[src/rtl/utf8e_pkg.sv]
// ----------------------------------------------------------------------------
// utf8e_pkg
// Shared types and constants for the UTF-8 encoder with a byte budget: the
// queue entry handed from the classifying front end to the byte serializer.
// ----------------------------------------------------------------------------
package utf8e_pkg;

   // Width of one encoded byte and of the reported string length.
   localparam int BYTE_W = 8;
   localparam int TLEN_W = 16;

   // Most bytes one code point can expand to, and the index width over them.
   localparam int MAX_BYTES = 4;
   localparam int BIDX_W    = 2;

   // Entries in the queue between front and back end (a power of two).
   localparam int QUEUE_DEPTH = 4;
   localparam int QPTR_W      = $clog2(QUEUE_DEPTH);

   // Width of the configuration register index.
   localparam int CSR_IDX_W = 2;

   // One unit of work for the back end: either 1 to 4 encoded bytes, or the
   // single length result of a terminator.
   typedef struct packed {
      logic                                   is_length;
      logic [BIDX_W-1:0]                      last_idx;
      logic [MAX_BYTES-1:0][BYTE_W-1:0]       bytes;
      logic [TLEN_W-1:0]                      total_length;
   } entry_type;

endpackage

[src/rtl/utf8e_front.sv]
// ----------------------------------------------------------------------------
// utf8e_front
// Front end: classifies each accepted code point, encodes it, applies the
// byte budget and keeps the running count, then queues the work for output.
// ----------------------------------------------------------------------------
module utf8e_front #(
   parameter int LEN_BITS = 16
) (
   input  logic                       clock,
   input  logic                       reset,
   input  logic                       req_valid,
   input  logic                       req_stall,
   input  logic [30:0]                req_code_point,
   input  logic                       limit_enable,
   input  logic [utf8e_pkg::TLEN_W-1:0] byte_limit,
   output logic                       push,
   output utf8e_pkg::entry_type       push_data
);

   // Range bounds of the four encoding lengths.
   localparam logic [30:0] BOUND_1 = 31'h0000080;
   localparam logic [30:0] BOUND_2 = 31'h0000800;
   localparam logic [30:0] BOUND_3 = 31'h0010000;
   localparam logic [30:0] BOUND_4 = 31'h0110000;

   // Lead byte prefixes and the continuation byte prefix.
   localparam logic [2:0] LEAD_2 = 3'b110;
   localparam logic [3:0] LEAD_3 = 4'b1110;
   localparam logic [4:0] LEAD_4 = 5'b11110;
   localparam logic [1:0] CONT   = 2'b10;

   localparam int SUM_W = LEN_BITS + 1;
   localparam int CMP_W = LEN_BITS + utf8e_pkg::TLEN_W + 1;

   logic [LEN_BITS-1:0] count_ff, count_in;
   logic                halted_ff, halted_in;

   logic                accept;
   logic                is_term;
   logic [2:0]          nbytes;
   logic [utf8e_pkg::MAX_BYTES-1:0][utf8e_pkg::BYTE_W-1:0] enc;
   logic [SUM_W-1:0]    sum;
   logic [CMP_W-1:0]    sum_ext;
   logic [CMP_W-1:0]    limit_ext;
   logic                over_budget;
   logic [LEN_BITS+utf8e_pkg::TLEN_W-1:0] count_wide;
   logic [LEN_BITS-1:0] count_sat;

   assign accept  = req_valid && !req_stall;
   assign is_term = (req_code_point == '0);

   // Encode the code point; zero bytes means it is out of range.
   always_comb begin
      enc = '0;
      priority if (req_code_point < BOUND_1) begin
         nbytes = 3'd1;
         enc[0] = req_code_point[7:0];
      end else if (req_code_point < BOUND_2) begin
         nbytes = 3'd2;
         enc[0] = {LEAD_2, req_code_point[10:6]};
         enc[1] = {CONT, req_code_point[5:0]};
      end else if (req_code_point < BOUND_3) begin
         nbytes = 3'd3;
         enc[0] = {LEAD_3, req_code_point[15:12]};
         enc[1] = {CONT, req_code_point[11:6]};
         enc[2] = {CONT, req_code_point[5:0]};
      end else if (req_code_point < BOUND_4) begin
         nbytes = 3'd4;
         enc[0] = {LEAD_4, req_code_point[20:18]};
         enc[1] = {CONT, req_code_point[17:12]};
         enc[2] = {CONT, req_code_point[11:6]};
         enc[3] = {CONT, req_code_point[5:0]};
      end else begin
         nbytes = 3'd0;
      end
   end

   // Budget test on the true sum; the stored count saturates.
   assign sum         = {1'b0, count_ff} + {{(SUM_W-3){1'b0}}, nbytes};
   assign sum_ext     = {{(CMP_W-SUM_W){1'b0}}, sum};
   assign limit_ext   = {{(CMP_W-utf8e_pkg::TLEN_W){1'b0}}, byte_limit};
   assign over_budget = limit_enable && (sum_ext > limit_ext);
   assign count_sat   = sum[LEN_BITS] ? {LEN_BITS{1'b1}} : sum[LEN_BITS-1:0];
   assign count_wide  = {{utf8e_pkg::TLEN_W{1'b0}}, count_ff};

   // Decide what the item leaves in the queue and in the string state.
   always_comb begin
      count_in  = count_ff;
      halted_in = halted_ff;
      push      = 1'b0;
      push_data = '0;
      if (accept) begin
         if (is_term) begin
            push                   = 1'b1;
            push_data.is_length    = 1'b1;
            push_data.total_length = count_wide[utf8e_pkg::TLEN_W-1:0];
            count_in               = '0;
            halted_in              = 1'b0;
         end else if (!halted_ff && (nbytes != 3'd0)) begin
            if (over_budget) begin
               halted_in = 1'b1;
            end else begin
               count_in           = count_sat;
               push               = 1'b1;
               push_data.last_idx = 2'(nbytes - 3'd1);
               push_data.bytes    = enc;
            end
         end
      end
   end

   // String state.
   always_ff @(posedge clock) begin
      if (reset) begin
         count_ff  <= '0;
         halted_ff <= 1'b0;
      end else begin
         count_ff  <= count_in;
         halted_ff <= halted_in;
      end
   end

`ifndef SYNTHESIS
   // A halted string passes nothing but its terminator to the queue.
   a_halted_quiet: assert property (@(posedge clock) disable iff (reset)
      halted_ff && accept && !is_term |-> !push)
      else $error("front: halted string produced a byte entry");
`endif

endmodule

[src/rtl/utf8e_fifo.sv]
// ----------------------------------------------------------------------------
// utf8e_fifo
// Short queue of work entries between the front end and the byte serializer,
// so that each side can stall on its own.
// ----------------------------------------------------------------------------
module utf8e_fifo (
   input  logic                 clock,
   input  logic                 reset,
   input  logic                 push,
   input  utf8e_pkg::entry_type push_data,
   input  logic                 pop,
   output utf8e_pkg::entry_type head,
   output logic                 full,
   output logic                 empty
);

   utf8e_pkg::entry_type mem [utf8e_pkg::QUEUE_DEPTH];

   logic [utf8e_pkg::QPTR_W-1:0] wr_ptr_ff, wr_ptr_in;
   logic [utf8e_pkg::QPTR_W-1:0] rd_ptr_ff, rd_ptr_in;
   logic [utf8e_pkg::QPTR_W:0]   count_ff, count_in;

   assign full  = (count_ff == (utf8e_pkg::QPTR_W+1)'(utf8e_pkg::QUEUE_DEPTH));
   assign empty = (count_ff == '0);
   assign head  = mem[rd_ptr_ff];

   // Pointer and fill count update.
   always_comb begin
      wr_ptr_in = push ? wr_ptr_ff + 1'b1 : wr_ptr_ff;
      rd_ptr_in = pop  ? rd_ptr_ff + 1'b1 : rd_ptr_ff;
      count_in  = count_ff;
      if (push && !pop) begin
         count_in = count_ff + 1'b1;
      end else if (pop && !push) begin
         count_in = count_ff - 1'b1;
      end
   end

   always_ff @(posedge clock) begin
      if (reset) begin
         wr_ptr_ff <= '0;
         rd_ptr_ff <= '0;
         count_ff  <= '0;
      end else begin
         wr_ptr_ff <= wr_ptr_in;
         rd_ptr_ff <= rd_ptr_in;
         count_ff  <= count_in;
      end
   end

   // Entry storage.
   always_ff @(posedge clock) begin
      if (push) begin
         mem[wr_ptr_ff] <= push_data;
      end
   end

`ifndef SYNTHESIS
   // The front end never writes into a full queue.
   a_no_overflow: assert property (@(posedge clock) disable iff (reset)
      full |-> !push)
      else $error("fifo: push while full");

   // The back end never takes from an empty queue.
   a_no_underflow: assert property (@(posedge clock) disable iff (reset)
      empty |-> !pop)
      else $error("fifo: pop while empty");
`endif

endmodule

[src/rtl/utf8e_back.sv]
// ----------------------------------------------------------------------------
// utf8e_back
// Back end: takes queued entries and, while rsp_stall is low, sends them out
// one result per cycle via an output register, marking each item's last.
// ----------------------------------------------------------------------------
module utf8e_back (
   input  logic                          clock,
   input  logic                          reset,
   input  utf8e_pkg::entry_type          head,
   input  logic                          empty,
   output logic                          pop,
   output logic                          rsp_valid,
   input  logic                          rsp_stall,
   output logic [utf8e_pkg::BYTE_W-1:0]  rsp_out_byte,
   output logic                          rsp_is_length,
   output logic [utf8e_pkg::TLEN_W-1:0]  rsp_total_length,
   output logic                          rsp_last
);

   utf8e_pkg::entry_type          cur_ff, cur_in;
   logic                          cur_valid_ff, cur_valid_in;
   logic [utf8e_pkg::BIDX_W-1:0]  idx_ff, idx_in;

   logic                          rsp_valid_ff, rsp_valid_in;
   logic [utf8e_pkg::BYTE_W-1:0]  rsp_out_byte_ff;
   logic                          rsp_is_length_ff;
   logic [utf8e_pkg::TLEN_W-1:0]  rsp_total_length_ff;
   logic                          rsp_last_ff;

   logic out_free;
   logic emit;
   logic at_last;
   logic done;

   // The output register can take a result when empty or being drained.
   assign out_free = !rsp_valid_ff || !rsp_stall;
   assign emit     = cur_valid_ff && out_free;
   assign at_last  = (idx_ff == cur_ff.last_idx);
   assign done     = emit && at_last;
   assign pop      = !empty && (!cur_valid_ff || done);

   // Walk through the bytes of the current entry.
   always_comb begin
      cur_in       = cur_ff;
      cur_valid_in = cur_valid_ff;
      idx_in       = idx_ff;
      if (pop) begin
         cur_in       = head;
         cur_valid_in = 1'b1;
         idx_in       = '0;
      end else if (done) begin
         cur_valid_in = 1'b0;
      end else if (emit) begin
         idx_in = idx_ff + 1'b1;
      end
      rsp_valid_in = emit ? 1'b1 : (out_free ? 1'b0 : rsp_valid_ff);
   end

   always_ff @(posedge clock) begin
      if (reset) begin
         cur_valid_ff <= 1'b0;
         idx_ff       <= '0;
         rsp_valid_ff <= 1'b0;
      end else begin
         cur_valid_ff <= cur_valid_in;
         idx_ff       <= idx_in;
         rsp_valid_ff <= rsp_valid_in;
      end
   end

   // Current entry and output payload.
   always_ff @(posedge clock) begin
      cur_ff <= cur_in;
      if (emit) begin
         rsp_out_byte_ff     <= cur_ff.bytes[idx_ff];
         rsp_is_length_ff    <= cur_ff.is_length;
         rsp_total_length_ff <= cur_ff.total_length;
         rsp_last_ff         <= at_last;
      end
   end

   assign rsp_valid        = rsp_valid_ff;
   assign rsp_out_byte     = rsp_out_byte_ff;
   assign rsp_is_length    = rsp_is_length_ff;
   assign rsp_total_length = rsp_total_length_ff;
   assign rsp_last         = rsp_last_ff;

`ifndef SYNTHESIS
   // The byte index never runs past the entry's last byte.
   a_idx_bound: assert property (@(posedge clock) disable iff (reset)
      cur_valid_ff |-> idx_ff <= cur_ff.last_idx)
      else $error("back: byte index past end of entry");

   // A length result is alone for its item and carries no byte.
   a_length_form: assert property (@(posedge clock) disable iff (reset)
      rsp_valid_ff && rsp_is_length_ff |-> rsp_last_ff && (rsp_out_byte_ff == '0))
      else $error("back: malformed length result");
`endif

endmodule

[src/rtl/utf8_encoder_with_byte_budget.sv]
// ----------------------------------------------------------------------------
// utf8_encoder_with_byte_budget
// Encodes a stream of code points to UTF-8 bytes under an optional per-string
// byte budget; a zero code point ends the string and reports its length.
// ----------------------------------------------------------------------------
//
//   Channel  Direction  Handshake               Payload
//   req_     in         req_valid / req_stall   req_code_point
//   rsp_     out        rsp_valid / rsp_stall   rsp_out_byte, rsp_is_length,
//                                               rsp_total_length, rsp_last
//   csr_     in         csr_valid / csr_ready   csr_index, csr_data
//
// A code point is accepted every cycle while the four-entry queue has room.
// Each item gives 1 to 4 results for a character, 1 for a terminator and
// none for a dropped one; the result channel moving one result per cycle
// while rsp_stall is low sets the sustained rate. An accepted item passes
// through the queue and the current-entry register to the output register.
// Reset is synchronous: it clears the count, the halted flag, the queue and
// the output register and restores limit_enable to 0 and byte_limit to 65535.
// req_stall rises only when the queue is full; rsp_stall holds the output
// register and backs work up into the queue.
// ----------------------------------------------------------------------------
module utf8_encoder_with_byte_budget #(
   parameter int LEN_BITS = 16
) (
   input  logic                             clock,
   input  logic                             reset,
   input  logic                             req_valid,
   output logic                             req_stall,
   input  logic [30:0]                      req_code_point,
   output logic                             rsp_valid,
   input  logic                             rsp_stall,
   output logic [utf8e_pkg::BYTE_W-1:0]     rsp_out_byte,
   output logic                             rsp_is_length,
   output logic [utf8e_pkg::TLEN_W-1:0]     rsp_total_length,
   output logic                             rsp_last,
   input  logic                             csr_valid,
   output logic                             csr_ready,
   input  logic [utf8e_pkg::CSR_IDX_W-1:0]  csr_index,
   input  logic [utf8e_pkg::TLEN_W-1:0]     csr_data
);

   // Configuration register indexes.
   localparam logic [utf8e_pkg::CSR_IDX_W-1:0] CSR_LIMIT_ENABLE = 2'd0;
   localparam logic [utf8e_pkg::CSR_IDX_W-1:0] CSR_BYTE_LIMIT   = 2'd1;
   localparam logic [utf8e_pkg::TLEN_W-1:0]    BYTE_LIMIT_RESET = 16'hFFFF;

   logic                          limit_enable_ff, limit_enable_in;
   logic [utf8e_pkg::TLEN_W-1:0]  byte_limit_ff, byte_limit_in;

   logic                 push;
   utf8e_pkg::entry_type push_data;
   logic                 pop;
   utf8e_pkg::entry_type head;
   logic                 full;
   logic                 empty;

   // Configuration writes are always taken.
   assign csr_ready = 1'b1;

   always_comb begin
      limit_enable_in = limit_enable_ff;
      byte_limit_in   = byte_limit_ff;
      if (csr_valid && csr_ready) begin
         if (csr_index == CSR_LIMIT_ENABLE) begin
            limit_enable_in = csr_data[0];
         end else if (csr_index == CSR_BYTE_LIMIT) begin
            byte_limit_in = csr_data;
         end
      end
   end

   always_ff @(posedge clock) begin
      if (reset) begin
         limit_enable_ff <= 1'b0;
         byte_limit_ff   <= BYTE_LIMIT_RESET;
      end else begin
         limit_enable_ff <= limit_enable_in;
         byte_limit_ff   <= byte_limit_in;
      end
   end

   // Input is held off only while the queue is full.
   assign req_stall = full;

   utf8e_front #(
      .LEN_BITS (LEN_BITS)
   ) u_front (
      .clock          (clock),
      .reset          (reset),
      .req_valid      (req_valid),
      .req_stall      (req_stall),
      .req_code_point (req_code_point),
      .limit_enable   (limit_enable_ff),
      .byte_limit     (byte_limit_ff),
      .push           (push),
      .push_data      (push_data)
   );

   utf8e_fifo u_fifo (
      .clock     (clock),
      .reset     (reset),
      .push      (push),
      .push_data (push_data),
      .pop       (pop),
      .head      (head),
      .full      (full),
      .empty     (empty)
   );

   utf8e_back u_back (
      .clock            (clock),
      .reset            (reset),
      .head             (head),
      .empty            (empty),
      .pop              (pop),
      .rsp_valid        (rsp_valid),
      .rsp_stall        (rsp_stall),
      .rsp_out_byte     (rsp_out_byte),
      .rsp_is_length    (rsp_is_length),
      .rsp_total_length (rsp_total_length),
      .rsp_last         (rsp_last)
   );

endmodule
[config.mk]
export PLATFORM = sky130hd
export DESIGN_NAME = utf8_encoder_with_byte_budget
export DESIGN_NICKNAME = d
export VERILOG_FILES = /design/src/rtl/utf8e_pkg.sv /design/src/rtl/utf8e_front.sv /design/src/rtl/utf8e_fifo.sv /design/src/rtl/utf8e_back.sv /design/src/rtl/utf8_encoder_with_byte_budget.sv
export SDC_FILE = /design/constraint.sdc
export NUM_CORES = 1
export LEC_CHECK = 0
export BUFFER_PORTS_ARGS = -buffer_cell sky130_fd_sc_hd__buf_2
export CORE_ASPECT_RATIO = 0.9
export CORE_MARGIN = 2
export CORE_UTILIZATION = 40
export DETAILED_ROUTE_END_ITERATION = 16
export GPL_ROUTABILITY_DRIVEN = 0
export SYNTH_ARGS = -nofsm -noshare
export SYNTH_HDL_FRONTEND = slang
export SYNTH_HIERARCHICAL = 1
export SYNTH_SLANG_ARGS = --single-unit
export TNS_END_PERCENT = 30
[constraint.sdc]
create_clock -name clock -period 12.1 [get_ports clock]
set_input_delay 1.21 -clock clock [delete_from_list [all_inputs] [get_ports clock]]
set_output_delay 1.21 -clock clock [all_outputs]
set_load 0.005 [all_outputs]
After elaboration in Yosys (flattened, before gate mapping) --
Memories as Yosys holds them, arrays and structs flattened. A register that Yosys moved wholly into a read port is not among the register bits. Cells that the tools add are included.
Word-level totals: input port bits 54, bits in latches 0, memory bits (writable) 204, memories kept 1, flip-flop bits (word level) 71, output and inout port bits 29, word-level logic and storage cells 105, memory bits (read-only) 0
Memory list:
- u_fifo.mem | depth 4, bits a word 51, read ports 1, clocked after Yosys merged registers in 1, wr ports 1, line utf8e_fifo.sv:17 | utf8e_pkg::entry_type mem [utf8e_pkg::QUEUE_DEPTH];
Operators by class: multiplexer cells 38, $lt $le $gt $ge 6, multipliers 0, bitwise operators 2, equality and inequality tests 4, divide/modulo/power cells 0, add/subtract/negate cells 7, reduce and logical (&&, ||, !) cells 33, shifts and indexed selects 0
Operator list (count):
- $mux 16 | 7
- $mux 34 | 3
- $mux 51 | 1
- $mux 24 | 2
- $mux 32 | 1
- $logic_not 31->1 | 1
- $lt 31x12->1 const B | 1
- $lt 31x17->1 const B | 1
- $lt 31x21->1 const B | 1
- $lt 31x8->1 const B | 1
- $mux 8 | 3
- $mux 3 | 6
- $add 16x3->17 | 1
- $gt 17x16->1 | 1
- $bmux 8 s2 | 1
- $mux 1 | 14
- $reduce_bool 2->1 | 5
- $reduce_and 3->1 | 3
- $logic_and 1x1->1 | 8
- $logic_not 1->1 | 8
- $add 2x1->2 const B | 3
- $reduce_and 2->1 | 2
- $add 3x1->3 const B | 1
- $eq 3x3->1 const B | 1
- 12 further kinds | 14

Logic depth before layout (Yosys ltp) --
word-level depth 16, depth in mapped cells 25, mapped depth without buffers 24

Cells and area by module --
Netlist, hierarchy kept.
Modules (own cells, without submodules):
- utf8e_fifo | cells an instance 311, times used 1, seq. area each 6306.0 µm², area each 7847.5 µm²
- utf8e_back | cells an instance 107, times used 1, seq. area each 2392.3 µm², area each 2755.1 µm²
- utf8e_front | cells an instance 365, times used 1, seq. area each 340.3 µm², area each 2499.9 µm²
- utf8_encoder_with_byte_budget | cells an instance 78, times used 1, seq. area each 340.3 µm², area each 720.7 µm²

Worst setup path after synthesis --
OpenSTA, ideal clock, no wires.
kind input to register, start input port req_code_point[19], end memory u_fifo/mem[0][0] (netlist name) (enable), arrival time 7.056 ns, library setup time 0.414 ns, stages 17, slack 4.630 ns, required time 11.686 ns, buffers on the path 1, cell sequence or4_4 > nor3_1 > clkbuf_1 > o21ai_0 > fa_1 > nor3_1 > o21ai_4 > nor3_1 > xor2_1 > ha_1 > nand4_1 > or4_1 > o21ai_0 > a31o_2 > o211ai_1 > nand2_1 > and2_1
On the way: longest elaborated chain between the ends 14, elaborated cells on any way between the ends 20, classes of those cells add/sub (1); order compare (5); mux (10); reduce/logical (4)
RTL lines:
- from (decl) | line utf8_encoder_with_byte_budget.sv:30 | input logic [30:0] req_code_point,
- $lt 31x21->1 | line utf8e_front.sv:67 | end else if (req_code_point < BOUND_4) begin
- $mux 3 | line utf8e_front.sv:67
- $mux 3 | line utf8e_front.sv:62 | end else if (req_code_point < BOUND_3) begin
- $mux 3 | line utf8e_front.sv:58 | end else if (req_code_point < BOUND_2) begin
- $mux 3 | line utf8e_front.sv:55 | priority if (req_code_point < BOUND_1) begin
- $add 16x3->17 | line utf8e_front.sv:79 | assign sum = {1'b0, count_ff} + {{(SUM_W-3){1'b0}}, nbytes};
- $gt 17x16->1 | line utf8e_front.sv:82 | assign over_budget = limit_enable && (sum_ext > limit_ext);
- $logic_and 1x1->1 | line utf8e_front.sv:82
- $mux 1 | line utf8e_front.sv:100 | if (over_budget) begin
- $mux 1 | line utf8e_front.sv:99 | end else if (!halted_ff && (nbytes != 3'd0)) begin
- $mux 1 * | line utf8e_front.sv:93 | if (is_term) begin
- $mux 1 * | line utf8e_front.sv:92 | if (accept) begin
- net push | line utf8_encoder_with_byte_budget.sv:51 | logic push;
- $mux 1 * | line utf8e_fifo.sv:53 | if (push) begin
- $mux 1 (implied by the code) * | line utf8e_fifo.sv:54 | mem[wr_ptr_ff] <= push_data;
- to (decl) | line utf8e_fifo.sv:17
The timed path passes the listed nets; every way through them passes the cells marked *.

Worst setup path after layout --
start input port req_code_point[19], end memory u_fifo/mem[3][34] (netlist name) (enable)
Same word-level chain as after synthesis.

==> impl_metrics.env <==
export IMPL_final_core_util_pct=46.2
export IMPL_top_level_ports=83
export IMPL_post_cts_buffers=0
export IMPL_grt_total_usage_pct=15.8
export IMPL_postPlaceCellArea_um2=14600
export IMPL_syn_area_per_cell_um2=16.1
export IMPL_cts_tree="yes"
export IMPL_crit_path_max_fanout=28
export IMPL_wl_mm=27.8
export IMPL_synth_top_area_share_pct=61.0
export IMPL_worst_slack_ns=4.22
export IMPL_syn2layout_area_growth_pct=13.8
export IMPL_synth_common_cells="281 x edfxtp_1, 88 x nor2_1, 50 x mux4_2, 47 x dfxtp_1, 34 x inv_1"
export IMPL_die_area_um2=36100
export IMPL_yosysMostFrequentCell="edfxtp_1"
export IMPL_start_util_pct=40.6
export IMPL_final_hold_viol_count=0
export IMPL_hpwl_mm=18.1
export IMPL_fin_setup_tns_ns=0
export IMPL_status="completed"
export IMPL_clockBufferDepth=3
export IMPL_root_buffer="clkbuf_16"
export IMPL_yosys_area_top_type="edfxtp_1"
export IMPL_cts_sinks=328
export IMPL_seq_area_frac_synth_pct=67.8
export IMPL_crit_chain="buf_2, or4_4, or3_1, nor2_1, ha_1, inv_1, fa_1, nor3_1, o21ai_4, nor3_1, xor2_1, ha_1, nand4_1, or4_1, o21ai_0, a31o_2, o211ai_1, nand2_1, and2_2, buf_4"
export IMPL_crit_family="simple AND/OR/NAND/NOR gates"
export IMPL_grt_pass1_wl_mm=43.9
export IMPL_fin_crit_sh_pct=65.1
export IMPL_first_iter_violations=721
export IMPL_critical_path_max_stage_delay_ns=0.67
export IMPL_pwr_density_cell_nw_per_um2=182
export IMPL_clk_pin_slew_ns=0.06
export IMPL_p_leak_nw=5.76
export IMPL_clkLatencyLatePin_ns=0.51
export IMPL_diodes=0
export IMPL_synth_cells=861
export IMPL_antenna_found_initial=0
export IMPL_core_um2=34000
export IMPL_fillers=2954
export IMPL_drive_gt1_share_pct=21.7
export IMPL_cp_arrival_ns=8.02
export IMPL_drc_errors=0
export IMPL_yosys_warnings=6
export IMPL_stdcell_area_um2=15700
export IMPL_ys_types=69
export IMPL_vias=7638
export IMPL_crit_slowest_cell="and2_2"
export IMPL_drtAntennaViolNets=0
export IMPL_slew_violations=0
export IMPL_ctsResizeCount=0
export IMPL_hold_path_class="reg -> reg"
export IMPL_cts_htree_levels=2
export IMPL_worstPathRequired_ns=12.25
export IMPL_die_y_um=180
export IMPL_rsz0062_at_grt="false"
export IMPL_worst_pin_slew_ns=1.06
export IMPL_cts_made_buffers=34
export IMPL_peakVddDrop_uv=96.2
export IMPL_report_power_total_mw=2.87
export IMPL_synth_edf_count=281
export IMPL_routedWlPerCell_um=19.4
export IMPL_synth_top_flop_cell="edfxtp_1"
export IMPL_cp_start_kind="input port"
export IMPL_die_width_um=200
export IMPL_io_buffers=81
export IMPL_postSynth_asyncResetShare_pct=0
export IMPL_setup_viol=0
export IMPL_dr_pass1_iters=6
export IMPL_maxCapViolCount=0
export IMPL_critPathKind="in -> reg"
export IMPL_grt_max_degree=59
export IMPL_period_needed_ns=7.88
export IMPL_yosys_top_cells_area="edfxtp_1 61%, mux4_2 8.1%, dfxtp_1 6.8%"
export IMPL_num_rows=64
export IMPL_worst_path_buf_inv=3
export IMPL_skew_ns=0.0242
export IMPL_maxSlewHeadroom_pct=29.1
export IMPL_pre_cts_slack_ns=3.72
export IMPL_cp_end_kind="register"
export IMPL_syn_cell_area_um2=13800
export IMPL_fmax_mhz=127
export IMPL_grt_ovfl_total=0
export IMPL_ctsHoldBuffers=0
export IMPL_final_net_count=1029
export IMPL_grt_pass1_vias=7532
export IMPL_vias_per_cell=5.32
export IMPL_synth_seq_cells=328
worst register-to-register path, stage by stage, from the launching register on:
cell and delay (ns):
dfxtp_1 0.39, ha_1 0.20, inv_1 0.07, fa_1 0.41, nor3_1 0.59, o21ai_4 0.19
nor3_1 0.39, xor2_1 0.12, ha_1 0.32, nand4_1 0.10, or4_1 0.54, o21ai_0 0.19
a31o_2 0.18, o211ai_1 0.43, nand2_1 0.49, and2_2 0.67, buf_4 0.51
layout by cell type, fill, tap and decap left out, types with 5 or more instances in the layout:
master	instances
mux4_2	50
nor3_1	24
buf_4	9
and3_1	10
dfxtp_1	45
and2_1	12
mux4_1	9
buf_2	81
xnor2_1	13
mux2i_1	19
a21oi_1	31
bufinv_16	5
clkbuf_1	11
a22oi_1	13
nor2_1	88
nand2_1	23
edfxtp_1	281
nand3_1	21
inv_1	34
clkbuf_16	35
o21ai_0	15
ha_1	24
xor2_1	9
o211ai_1	10
metal layers:
layer  vias up  GRT usage [%]  part of all wire, %
met4         0           3.38                  1.2
met5         -              0                    0
met1      3831           24.8                   49
li1       3508              -                    -
met3        34           2.81                  6.6
met2       265           22.8                   43
kinds of logic after synthesis:
logic type	count (synthesis)	share of synthesized area, %
AO/OA/AOI/OAI	108	5.31
XOR/XNOR	23	1.59
adder cells (fa/ha/maj)	26	2.46
buffers and inverters	75	3.15
flip-flops	328	67.8
multiplexers	78	11.2
other	2	0.0543
AND/OR/NAND/NOR	221	8.35
area by class of cell:
type / instances / area [um2] / area share [%]
multi-input combinational: 460 / 4030 / 25.6
sequential: 328 / 9380 / 59.7
tap: 462 / 578 / 3.68
clock buffer: 46 / 917 / 5.83
clock inverter: 14 / 213 / 1.35
inverter: 35 / 131 / 0.835
timing repair buffer: 90 / 473 / 3.01
flip-flops by register name, summed over array words and instances, names as in the netlist, named ones only:
register	count
u_back/cur_ff	51
u_back/rsp_out_byte	8
u_back/rsp_is_length	1
u_fifo/rd_ptr_ff	2
byte_limit_ff	16
u_back/cur_valid_ff	1
limit_enable_ff	1
u_back/rsp_valid	1
u_front/halted_ff	1
u_fifo/wr_ptr_ff	2
u_back/rsp_total_length	16
u_front/count_ff	16
u_back/idx_ff	2
u_back/rsp_last	1
u_fifo/mem	204
u_fifo/count_ff	3
path summary, 6_finish.rpt:
check / startpoint / end / slack (ns) / cells after the start
hold reg to reg: u_back/cur_ff[9] / u_back/rsp_total_length[9] / 0.41 / 0
setup reg to reg: u_front/count_ff[0] / u_fifo/mem[3][34] / 5.96 / 16
setup / recovery: req_code_point[19] / u_fifo/mem[3][34] / 4.22 / 20
hold / removal: u_back/cur_ff[9] / u_back/rsp_total_length[9] / 0.41 / 0
report_power, final:
part / switching [mW] / total [mW] / internal (mW)
registers: 0.0811 / 1.49 / 1.41
clock network: 0.412 / 1.05 / 0.641
logic: 0.178 / 0.323 / 0.145
total: 0.671 / 2.87 / 2.20
through the flow:
stage / cells / hold WS (ns)
after global routing: 1435 / 0.421
after floorplan: 863 / 0.400
after detailed placement: 1375 / 0.405
final: 1435 / 0.408
after CTS: 1435 / 0.412
after global placement: 1375 / 0.405
No activity file was read; power rests on OpenSTA's default activity.
